File: src/rtl/cpd_pkg.sv
`timescale 1ns / 1ps
package cpd_pkg;

   localparam int unsigned CNT_W  = 16;
   localparam int unsigned ROOT_W = 32;
   localparam int unsigned QUOT_W = 63;

   localparam logic [CNT_W-1:0] OFFSET_MARGIN = 16'd50;
   localparam logic [CNT_W-1:0] MIN_FLOOR     = 16'd100;

   localparam logic [CNT_W-1:0] RST_MIN  = 16'd100;
   localparam logic [CNT_W-1:0] RST_MAX  = 16'd65535;
   localparam logic [CNT_W-1:0] RST_PARK = 16'd20000;
   localparam logic [CNT_W-1:0] RST_DC   = 16'd50;
   localparam logic [CNT_W-1:0] FAR_DIST = 16'hFFFF;

   // 54612.5 in Q47.16 scaled by 2^31 for the reciprocal-root divide
   localparam logic [QUOT_W-1:0] SCALE_NUM   = 63'(64'd109225 << 46);
   // 10922.5 in Q47.16
   localparam logic [63:0]       OFFSET_BASE = 64'd715816960;
   // 65535.0 in Q47.16
   localparam logic [63:0]       FAR_OFFSET  = 64'd4294901760;

   typedef enum logic [1:0] {
      ITEM_SAMPLE  = 2'd0,
      ITEM_BEGIN   = 2'd1,
      ITEM_END     = 2'd2,
      ITEM_RESTORE = 2'd3
   } item_cmd_type;

   typedef enum logic [1:0] {
      REG_SAVED_MIN  = 2'd0,
      REG_SAVED_MAX  = 2'd1,
      REG_SAVED_PARK = 2'd2
   } reg_index_type;

   typedef enum logic [4:0] {
      DP_IDLE,
      DP_LOAD,
      DP_FAR,
      DP_RSQ_C,
      DP_RSQ_M,
      DP_SAVE_RM,
      DP_RSQ_P,
      DP_FIT_PREP,
      DP_DEGEN,
      DP_DIV,
      DP_SET_SF,
      DP_MUL0,
      DP_MUL1,
      DP_MUL2,
      DP_SET_SO,
      DP_SUM,
      DP_REPORT,
      DP_END_CAL,
      DP_OUT
   } dp_op_type;

   typedef struct packed {
      logic       rsq_done;
      logic       div_done;
      logic       near;
      logic       degen;
      logic       den_zero;
      logic [1:0] item_cmd;
      logic       out_free;
   } dp_status_type;

   typedef struct packed {
      logic [1:0]       command;
      logic [CNT_W-1:0] raw_count;
   } req_type;

   typedef struct packed {
      logic [CNT_W-1:0] distance;
      logic [CNT_W-1:0] echo_count;
      logic [CNT_W-1:0] report_min;
      logic [CNT_W-1:0] report_max;
      logic [CNT_W-1:0] report_park;
      logic             in_calibration;
   } rsp_type;

endpackage

File: src/rtl/cpd_ctrl.sv
`timescale 1ns / 1ps
module cpd_ctrl (
   input  logic                     clock,
   input  logic                     reset,
   input  logic                     req_valid,
   output logic                     req_stall,
   input  cpd_pkg::dp_status_type   status,
   output cpd_pkg::dp_op_type       op
);

   typedef enum logic [4:0] {
      ST_IDLE,
      ST_DISPATCH,
      ST_FAR,
      ST_RSQ_C,
      ST_WAIT_C,
      ST_MUL0,
      ST_MUL1,
      ST_MUL2,
      ST_SUM,
      ST_FIT_PREP,
      ST_FIT_CHK,
      ST_DEGEN,
      ST_RSQ_M,
      ST_WAIT_M,
      ST_RSQ_P,
      ST_WAIT_P,
      ST_DEN_CHK,
      ST_DIV,
      ST_WAIT_DIV,
      ST_SET_SF,
      ST_SET_SO,
      ST_FIT_END,
      ST_OUT
   } state_type;

   state_type state_ff;
   logic      boot_ff;
   logic      fitting;

   assign fitting   = boot_ff || (status.item_cmd != cpd_pkg::ITEM_SAMPLE);
   assign req_stall = (state_ff != ST_IDLE);

   always_comb begin
      case (state_ff)
         ST_IDLE:     op = req_valid ? cpd_pkg::DP_LOAD : cpd_pkg::DP_IDLE;
         ST_FAR:      op = cpd_pkg::DP_FAR;
         ST_RSQ_C:    op = cpd_pkg::DP_RSQ_C;
         ST_MUL0:     op = cpd_pkg::DP_MUL0;
         ST_MUL1:     op = cpd_pkg::DP_MUL1;
         ST_MUL2:     op = cpd_pkg::DP_MUL2;
         ST_SUM:      op = cpd_pkg::DP_SUM;
         ST_FIT_PREP: op = cpd_pkg::DP_FIT_PREP;
         ST_DEGEN:    op = cpd_pkg::DP_DEGEN;
         ST_RSQ_M:    op = cpd_pkg::DP_RSQ_M;
         ST_WAIT_M:   op = status.rsq_done ? cpd_pkg::DP_SAVE_RM : cpd_pkg::DP_IDLE;
         ST_RSQ_P:    op = cpd_pkg::DP_RSQ_P;
         ST_DIV:      op = cpd_pkg::DP_DIV;
         ST_SET_SF:   op = cpd_pkg::DP_SET_SF;
         ST_SET_SO:   op = cpd_pkg::DP_SET_SO;
         ST_FIT_END: begin
            if (boot_ff)                                       op = cpd_pkg::DP_IDLE;
            else if (status.item_cmd == cpd_pkg::ITEM_RESTORE) op = cpd_pkg::DP_REPORT;
            else if (status.item_cmd == cpd_pkg::ITEM_END)     op = cpd_pkg::DP_END_CAL;
            else                                               op = cpd_pkg::DP_IDLE;
         end
         ST_OUT:      op = status.out_free ? cpd_pkg::DP_OUT : cpd_pkg::DP_IDLE;
         default:     op = cpd_pkg::DP_IDLE;
      endcase
   end

   always_ff @(posedge clock) begin
      if (reset) begin
         state_ff <= ST_FIT_PREP;
         boot_ff  <= 1'b1;
      end else begin
         case (state_ff)
            ST_IDLE:     if (req_valid) state_ff <= ST_DISPATCH;
            ST_DISPATCH: begin
               case (status.item_cmd)
                  cpd_pkg::ITEM_SAMPLE: state_ff <= status.near ? ST_FAR : ST_RSQ_C;
                  cpd_pkg::ITEM_BEGIN:  state_ff <= ST_OUT;
                  default:              state_ff <= ST_FIT_PREP;
               endcase
            end
            ST_FAR:      state_ff <= ST_OUT;
            ST_RSQ_C:    state_ff <= ST_WAIT_C;
            ST_WAIT_C:   if (status.rsq_done) state_ff <= ST_MUL0;
            ST_MUL0:     state_ff <= ST_MUL1;
            ST_MUL1:     state_ff <= ST_MUL2;
            ST_MUL2:     state_ff <= fitting ? ST_SET_SO : ST_SUM;
            ST_SUM:      state_ff <= ST_OUT;
            ST_FIT_PREP: state_ff <= ST_FIT_CHK;
            ST_FIT_CHK:  state_ff <= status.degen ? ST_DEGEN : ST_RSQ_M;
            ST_DEGEN:    state_ff <= ST_FIT_END;
            ST_RSQ_M:    state_ff <= ST_WAIT_M;
            ST_WAIT_M:   if (status.rsq_done) state_ff <= ST_RSQ_P;
            ST_RSQ_P:    state_ff <= ST_WAIT_P;
            ST_WAIT_P:   if (status.rsq_done) state_ff <= ST_DEN_CHK;
            ST_DEN_CHK:  state_ff <= status.den_zero ? ST_DEGEN : ST_DIV;
            ST_DIV:      state_ff <= ST_WAIT_DIV;
            ST_WAIT_DIV: if (status.div_done) state_ff <= ST_SET_SF;
            ST_SET_SF:   state_ff <= ST_MUL0;
            ST_SET_SO:   state_ff <= ST_FIT_END;
            ST_FIT_END: begin
               boot_ff  <= 1'b0;
               state_ff <= boot_ff ? ST_IDLE : ST_OUT;
            end
            ST_OUT:      if (status.out_free) state_ff <= ST_IDLE;
            default:     state_ff <= ST_IDLE;
         endcase
      end
   end

endmodule

File: config.mk
export PLATFORM = sky130hd
export DESIGN_NAME = cpd_ctrl
export DESIGN_NICKNAME = d
export VERILOG_FILES = /design/src/rtl/cpd_pkg.sv /design/src/rtl/cpd_ctrl.sv
export SDC_FILE = /design/constraint.sdc
export NUM_CORES = 1
export LEC_CHECK = 0
export BUFFER_PORTS_ARGS = -buffer_cell sky130_fd_sc_hd__buf_2
export CAP_MARGIN = 20
export CORE_MARGIN = 1
export CORE_UTILIZATION = 45
export CTS_BUF_LIST = sky130_fd_sc_hd__clkbuf_8
export CTS_CLUSTER_DIAMETER = 40
export CTS_CLUSTER_SIZE = 12
export DETAILED_ROUTE_END_ITERATION = 8
export PLACE_DENSITY = 0.67
export SKIP_CTS_REPAIR_TIMING = 1
export SLEW_MARGIN = 20
export SYNTH_ARGS = -nofsm -noshare
export SYNTH_HDL_FRONTEND = slang
export SYNTH_SLANG_ARGS = --single-unit
export TNS_END_PERCENT = 100
File: constraint.sdc
create_clock -name clock -period 1.85 [get_ports clock]
set_clock_uncertainty 0.05 [all_clocks]
set_input_delay 0.555 -clock clock [delete_from_list [all_inputs] [get_ports clock]]
set_output_delay 0.555 -clock clock [all_outputs]
set_load 0.005 [all_outputs]
Word level (Yosys, flattened, before mapping). Cells that the tools add are included.

Output and inout port bits: 6. Word-level logic and storage cells: 61. Register bits: 6. Input port bits: 11.

Reduce and logical (&&, ||, !) cells: 8. Equality and inequality tests: 31. Mux-type cells: 20.

Operator list (count): 5-bit one-hot mux with 21 select lines (1); 5-bit one-hot mux with 17 select lines (1); 5-bit two-way mux (13); 5-bit by 4-bit equality test with 1-bit output, second input constant (8); 5-bit equality test, second input constant (7); 5-bit by 3-bit equality test with 1-bit output, second input constant (4); 2-bit != test, second input constant (6); 5-bit by 2-bit equality test with 1-bit output, second input constant (2); 5-bit one-hot mux with 2 select lines (1); 3-bit two-way mux (2); 6-bit AND reduction (1); 5-bit by 1-bit equality test with 1-bit output, second input constant (1); 5-bit zero test (1); 5-bit nonzero test (1); 2-bit equality test, second input constant (2); 2-bit OR reduction (2); 2-bit by 1-bit equality test with 1-bit output, second input constant (1); 2-bit zero test (1); 1-bit two-way mux (2); 2-bit nonzero test (1); 1-bit logical OR (1).

Logic depth before layout (Yosys ltp). Gate-level depths: netlist of the first run.

Depth in word-level cells: 5. Depth in mapped cells: 7. Gate-level depth less buffers: 5.

Worst setup path before layout of the first run. OpenSTA, ideal clock, no wires.

Path type: register to output. From: reg state_ff[0]. To: out op[2]. Cell stages (with the launch flop): 6. Slack: 47 ps. Required time: 1245 ps. Data arrival time: 1198 ps. Buffers on the path: 2. Cells stage by stage: dfxtp_1 > buf_2 > buf_1 > a21oi_1 > a211oi_1 > o32ai_1.

Longest elaborated chain between the ends: 2. Elaborated cells between the ends (all ways): 18. Those cells by class: eq/ne (16); mux (1); reduce/logical (1).

Ends and longest elaborated chain: start: declaration (line cpd_ctrl.sv:37) `state_type state_ff;`; start signal: assignment (line cpd_ctrl.sv:81) `cpd_pkg::ITEM_SAMPLE: state_ff <= status.near ? ST_FAR : ST_RSQ_C;`; start signal: assignment (line cpd_ctrl.sv:91) `ST_MUL2: state_ff <= fitting ? ST_SET_SO : ST_SUM;`; start signal: assignment (line cpd_ctrl.sv:94) `ST_FIT_CHK: state_ff <= status.degen ? ST_DEGEN : ST_RSQ_M;`; 5-bit equality test (tied with other cells) (line cpd_ctrl.sv:45) `case (state_ff)`; 5-bit one-hot mux with 17 select lines (*) (line cpd_ctrl.sv:45); end: declaration (line cpd_ctrl.sv:8) `output cpd_pkg::dp_op_type op`.

Mark *: on every way between the ends. The rest lies on a longest branch, timed or not.

Worst setup path after layout of the first run.
From: reg state_ff[4]. To: out op[3].

The elaborated chain is that of the path after synthesis.

==> flow_metrics.py, run 1 <==
metrics = {
    "floorplanning": {
        "start_util": 0.504,
        "num_rows": 15,
        "dieArea_um2": 2230,
        "die_w_um": 47.2,
        "io_pins": 17,
        "core_um2": 1820,
        "die_h_um": 47.2,
    },
    "min_path": {
        "min-delay-path-class": "input port to flip-flop",
    },
    "yosys": {
        "ys_top_cells_by_area": "dfxtp_1 13%, nor2b_1 6.8%, a21oi_1 5.4%",
        "syn_inst": 128,
        "synth.distinct_cells": 46,
        "synth_nets": 139,
        "yosys.area.top_type": "dfxtp_1",
        "ys_warn_count": 0,
        "syn_avg_cell_area_um2": 7.17,
        "synth-edff-count": 0,
        "yosysSeqAreaShare": 0.131,
        "yosys-top-cells-count": "11 x nand2_1, 10 x a21oi_1, 10 x nor2b_1, 8 x nor2_1",
        "syn_area_um2": 918,
        "synth_top_area_share": 0.131,
        "async_flop_share": 0,
        "synth.most_common_cell": "nand2_1",
        "synthFlopType": "dfxtp_1",
        "ys_seq_elements": 6,
    },
    "placed_design": {
        "gp_congestion": 0.932,
        "port_buffers": 16,
        "dp.cells": 195,
        "dp_hpwl_um": 2340,
        "placed_cell_area_um2": 1230,
    },
    "setup_path": {
        "critPathSlowestCell": "or3b_4",
        "cp.buffers_inverters": 1,
        "cp_data_required_time_ps": 1240,
        "critPathCaptureType": "output port",
        "crit_family": "simple AND/OR/NAND/NOR gates",
        "path_cells": "or3b_4, a211o_1, o221ai_1, buf_2",
        "worstSetupStartpointType": "flip-flop",
        "critPathKind": "flip-flop to output port",
        "arrival_ps": 1510,
        "path_max_fanout": 6,
        "critical_path.max_stage_delay_ps": 400,
    },
    "clocking": {
        "clk_pin_slew_worst_paths_ps": 40,
        "cts_buffers": 3,
        "cts.sinks": 6,
        "clock_latency_ps": 220,
        "clock-root-buffer": "clkbuf_8",
        "clock_path_buffers": 2,
        "cts_tree": "built",
        "htreeDepth": 1,
    },
    "route": {
        "postRouteWirelength_um": 3610,
        "drc_errors": 0,
        "firstDrtPassIters": 4,
        "detail_route.vias_per_cell": 6.33,
        "vias": 1279,
        "wire_per_inst_um": 17.9,
        "ant_nets": 0,
        "drt-initial-drc-count": 44,
    },
    "global_route": {
        "antenna_found_initial": 0,
        "overflow": 0,
        "grtUsageTotal": 0.305,
        "grt_pass1_wl_um": 4840,
        "grt_pass1_vias": 1105,
        "grt_max_degree": 20,
    },
    "final_layout": {
        "diodes": 0,
        "fin_nets": 190,
        "final_cell_count_no_fill": 202,
        "fin_area_um2": 1470,
        "syn_to_final_growth_pct": 59.5,
        "drive_gt1_frac": 0.554,
    },
    "timing": {
        "clock.fmax_ghz": 0.472,
        "final_hold_viol_count": 0,
        "worst_slew_pin_slew_ps": 308,
        "maxSlewHeadroom": 0.793,
        "fin_crit_ps": 2120,
        "rsz0062_at_grt": "true",
        "setup_viol": 5,
        "setup_ws_ps": -269,
        "holdWs_ps": 560,
        "finalCritPeriodShare": 1.15,
        "slew_violations": 0,
    },
    "pwr": {
        "ir_drop_mv": 1.18,
        "power_leakage_uw": 0.000600,
        "pwr_density_cell_nw_per_um2": 1780,
    },
    "status": {
        "violations": "setup timing",
        "outcome": "finished with violations",
    },
    "job": {
        "drv_cap": 0,
    },
}
## power breakdown
part | internal [uW] | leakage [uW] | switching [uW] | total, uW
logic | 1060 | 0.000527 | 1040 | 2100
registers | 202 | 0.0000513 | 104 | 306
clock network | 140 | 0.0000216 | 57.5 | 197
total | 1400 | 0.000600 | 1200 | 2600
## sequential cells by signal (all words and copies together) (netlist names)
| register | cells |
|---|---|
| boot_ff | 1 |
| state_ff | 5 |
## metrics by stage
stage / util / setup TNS [ps] / total power [uW] / worst slack (ps)
after detailed placement: 0.674 / -587 / 1950 / -132
after CTS: 0.696 / -1860 / 2160 / -379
final: 0.805 / -995 / 2600 / -269
after global placement: 0.674 / -516 / 1920 / -135
after floorplan: - / 0 / 1320 / 46.8
after global routing: 0.805 / -1240 / 2760 / -298
## logic make-up after synthesis
| kind of cell | Yosys count | synth area share |
|---|---|---|
| simple gates | 52 | 0.320 |
| flops | 6 | 0.131 |
| mux | 2 | 0.0218 |
| buf+inv | 15 | 0.105 |
| compound gates | 53 | 0.422 |
## final cells by class
type	count	area, um^2
Fill cell	117	355
Multi-Input combinational cell	107	833
Tap cell	25	31.3
Inverter	4	15.0
Clock buffer	3	41.3
Sequential cell	6	134
Timing Repair Buffer	57	410
## metal layers
layer  GRT usage  vias up  wire length (um)
met1       0.387      615              1470
met2       0.528       71              1810
met4       0.103        0                36
met5           0        -                 0
met3      0.0423        5               286
li1            -      588                 -
## cells in the final DEF (no fill, tap or decap), types with 4 or more instances in the layout
| cell type | count |
|---|---|
| nor2b_1 | 5 |
| nand2_1 | 9 |
| buf_2 | 16 |
| o21ai_1 | 6 |
| buf_4 | 35 |
| nor2_1 | 5 |
| buf_6 | 6 |
| a21oi_1 | 7 |
| o21ai_0 | 6 |
| nand2b_1 | 4 |
## worst reg2reg max path: stages, from the launching register on
cell and delay (ps):
dfxtp_4 390, buf_6 130, nand3b_1 150, buf_4 190, buf_6 120, o32ai_2 260, buf_4 170, a2111oi_2 40
buf_4 150, o21ai_2 90
## path summary, 6_finish.rpt
path / startpoint / end / slack (ps) / cells after the start
max: state_ff[4] / op[3] / -270 / 4
min reg2reg: boot_ff / boot_ff / 590 / 2
min: reset / state_ff[4] / 560 / 2
max reg2reg: state_ff[2] / state_ff[1] / 40 / 9
Power figures use the tool's default switching activity.
==> run 2, diff against run 1 <==
- REMOVE_ABC_BUFFERS: not set -> 1
- SLEW_MARGIN: 20 -> not set
==> run 2 against run 1 <==
Net effect: the run still ends with setup timing left; design area fell by 2.8%; critical path depth increased by 1; sequential power is 4% higher; die area did not move; largest power group unchanged; highest routed layer unchanged.
==> flow_metrics.py, run 2 (synthesis results as in run 1) <==
metrics = {
    "status": {
        "outcome": "finished with violations",
        "violations": "setup timing",
    },
    "final_layout": {
        "largest_reg_flops": 5,
        "diodes": 0,
        "fill_cells": 134,
        "drive_gt1_frac": 0.536,
        "fin_area_um2": 1420,
        "layout_commonest_cell": "buf_4",
        "top_regs": "state_ff x5, boot_ff x1",
        "final_cell_mix": "41 x buf_4, 16 x buf_2, 11 x nand2_1",
        "fin_nets": 192,
        "regMostFlops": "state_ff",
        "syn_to_final_growth_pct": 55.0,
    },
    "global_route": {
        "grtUsageTotal": 0.293,
        "grt-busiest-layer": "met2",
        "overflow": 0,
        "grt_max_degree": 16,
        "met2_usage": 0.536,
        "antenna_found_initial": 0,
        "grt_use_met3": 0.0115,
        "grt_pass1_vias": 1086,
        "met1_usage": 0.384,
        "grt_pass1_wl_um": 4730,
    },
    "placed_design": {
        "port_buffers": 16,
        "dp_slack_ps": -143,
        "dp_hpwl_um": 2300,
        "gp_congestion": 0.882,
        "placed_cell_area_um2": 1200,
    },
    "floorplanning": {
        "die_w_um": 47.2,
        "start_util": 0.504,
        "num_rows": 15,
        "io_pins": 17,
        "core_um2": 1820,
        "dieArea_um2": 2230,
        "die_h_um": 47.2,
    },
    "setup_path": {
        "critPathKind": "flip-flop to output port",
        "cp_data_required_time_ps": 1240,
        "path_max_fanout": 7,
        "critPathCaptureType": "output port",
        "worstSetupStartpointType": "flip-flop",
        "arrival_ps": 1550,
    },
    "timing": {
        "maxSlewHeadroom": 0.725,
        "final_hold_viol_count": 0,
        "finalCritPeriodShare": 1.17,
        "slew_violations": 0,
        "worst_slew_pin_slew_ps": 413,
        "fin_setup_tns_ps": -1190,
        "clock.fmax_ghz": 0.464,
        "setup_viol": 6,
        "fin_crit_ps": 2160,
        "rsz0062_at_grt": "true",
        "setup_ws_ps": -307,
    },
    "route": {
        "postRouteWirelength_um": 3500,
        "ant_nets": 0,
        "wire_per_inst_um": 17.2,
        "detail_route.vias_per_cell": 6.23,
        "firstDrtPassIters": 4,
        "vias": 1271,
        "drc_errors": 0,
        "drt-initial-drc-count": 57,
    },
    "clocking": {
        "htreeDepth": 1,
        "clock_path_buffers": 2,
        "clock-root-buffer": "clkbuf_8",
        "clk_pin_slew_worst_paths_ps": 40,
        "cts.sinks": 6,
        "cts_buffers": 3,
        "cts_tree": "built",
        "clock_latency_ps": 220,
    },
    "pwr": {
        "pwr_density_cell_nw_per_um2": 1760,
        "power_leakage_uw": 0.000582,
        "ir_drop_mv": 1.05,
    },
    "job": {
        "drv_cap": 0,
    },
    "min_path": {
        "min-delay-path-class": "flip-flop to flip-flop",
    },
}
run 2: changes by cell type in the layout (fill, tap and decap cells not counted), sizes merged:
| cell | before | now |
|---|---|---|
| clkinvlp | 0 | 1 |
| inv | 4 | 3 |
| buf | 57 | 59 |
run 2: worst paths after layout:
| check | from | end | slack [ps] | cells past startpoint |
|---|---|---|---|---|
| worst min register to register | boot_ff | boot_ff | 490 | 2 |
| worst max register to register | state_ff[2] | state_ff[1] | -100 | 10 |
| worst min-delay path | boot_ff | boot_ff | 490 | 2 |
| worst max-delay path | state_ff[2] | op[2] | -310 | 5 |
run 2: per-layer routing:
layer / up-vias / part of all wire
met5: - / 0
met4: 0 / 0.020
met3: 10 / 0.059
met2: 69 / 0.49
met1: 600 / 0.43
li1: 592 / -
run 2: worst max-delay path, cell delays in order (launching register included):
cell      delay [ps]
dfxtp_4          370
buf_4            150
nand3b_1         170
buf_4            200
o32ai_1          260
buf_2            180
run 2: per-stage QoR:
step,utilization,hold slack [ps],instances,power [uW]
6_report,0.782,490,204,2510
5_1_grt,0.782,520,204,2660
4_1_cts,0.684,484,195,2110
3_5_place_dp,0.661,481,192,1910
3_3_place_gp,0.661,480,192,1880
2_1_floorplan,-,416,117,1190
run 2: cell type report:
class | instances | area (um^2) | area share
timing repair buffer | 59 | 414 | 0.291
clock buffer | 3 | 41.3 | 0.0290
sequential | 6 | 136 | 0.0958
tap | 25 | 31.3 | 0.0220
inverter | 4 | 18.8 | 0.0132
multi-input combinational | 107 | 782 | 0.549
run 2: power by group:
part / internal, uW / switching, uW
registers: 207 / 111
logic: 1020 / 983
clock network: 139 / 50.1
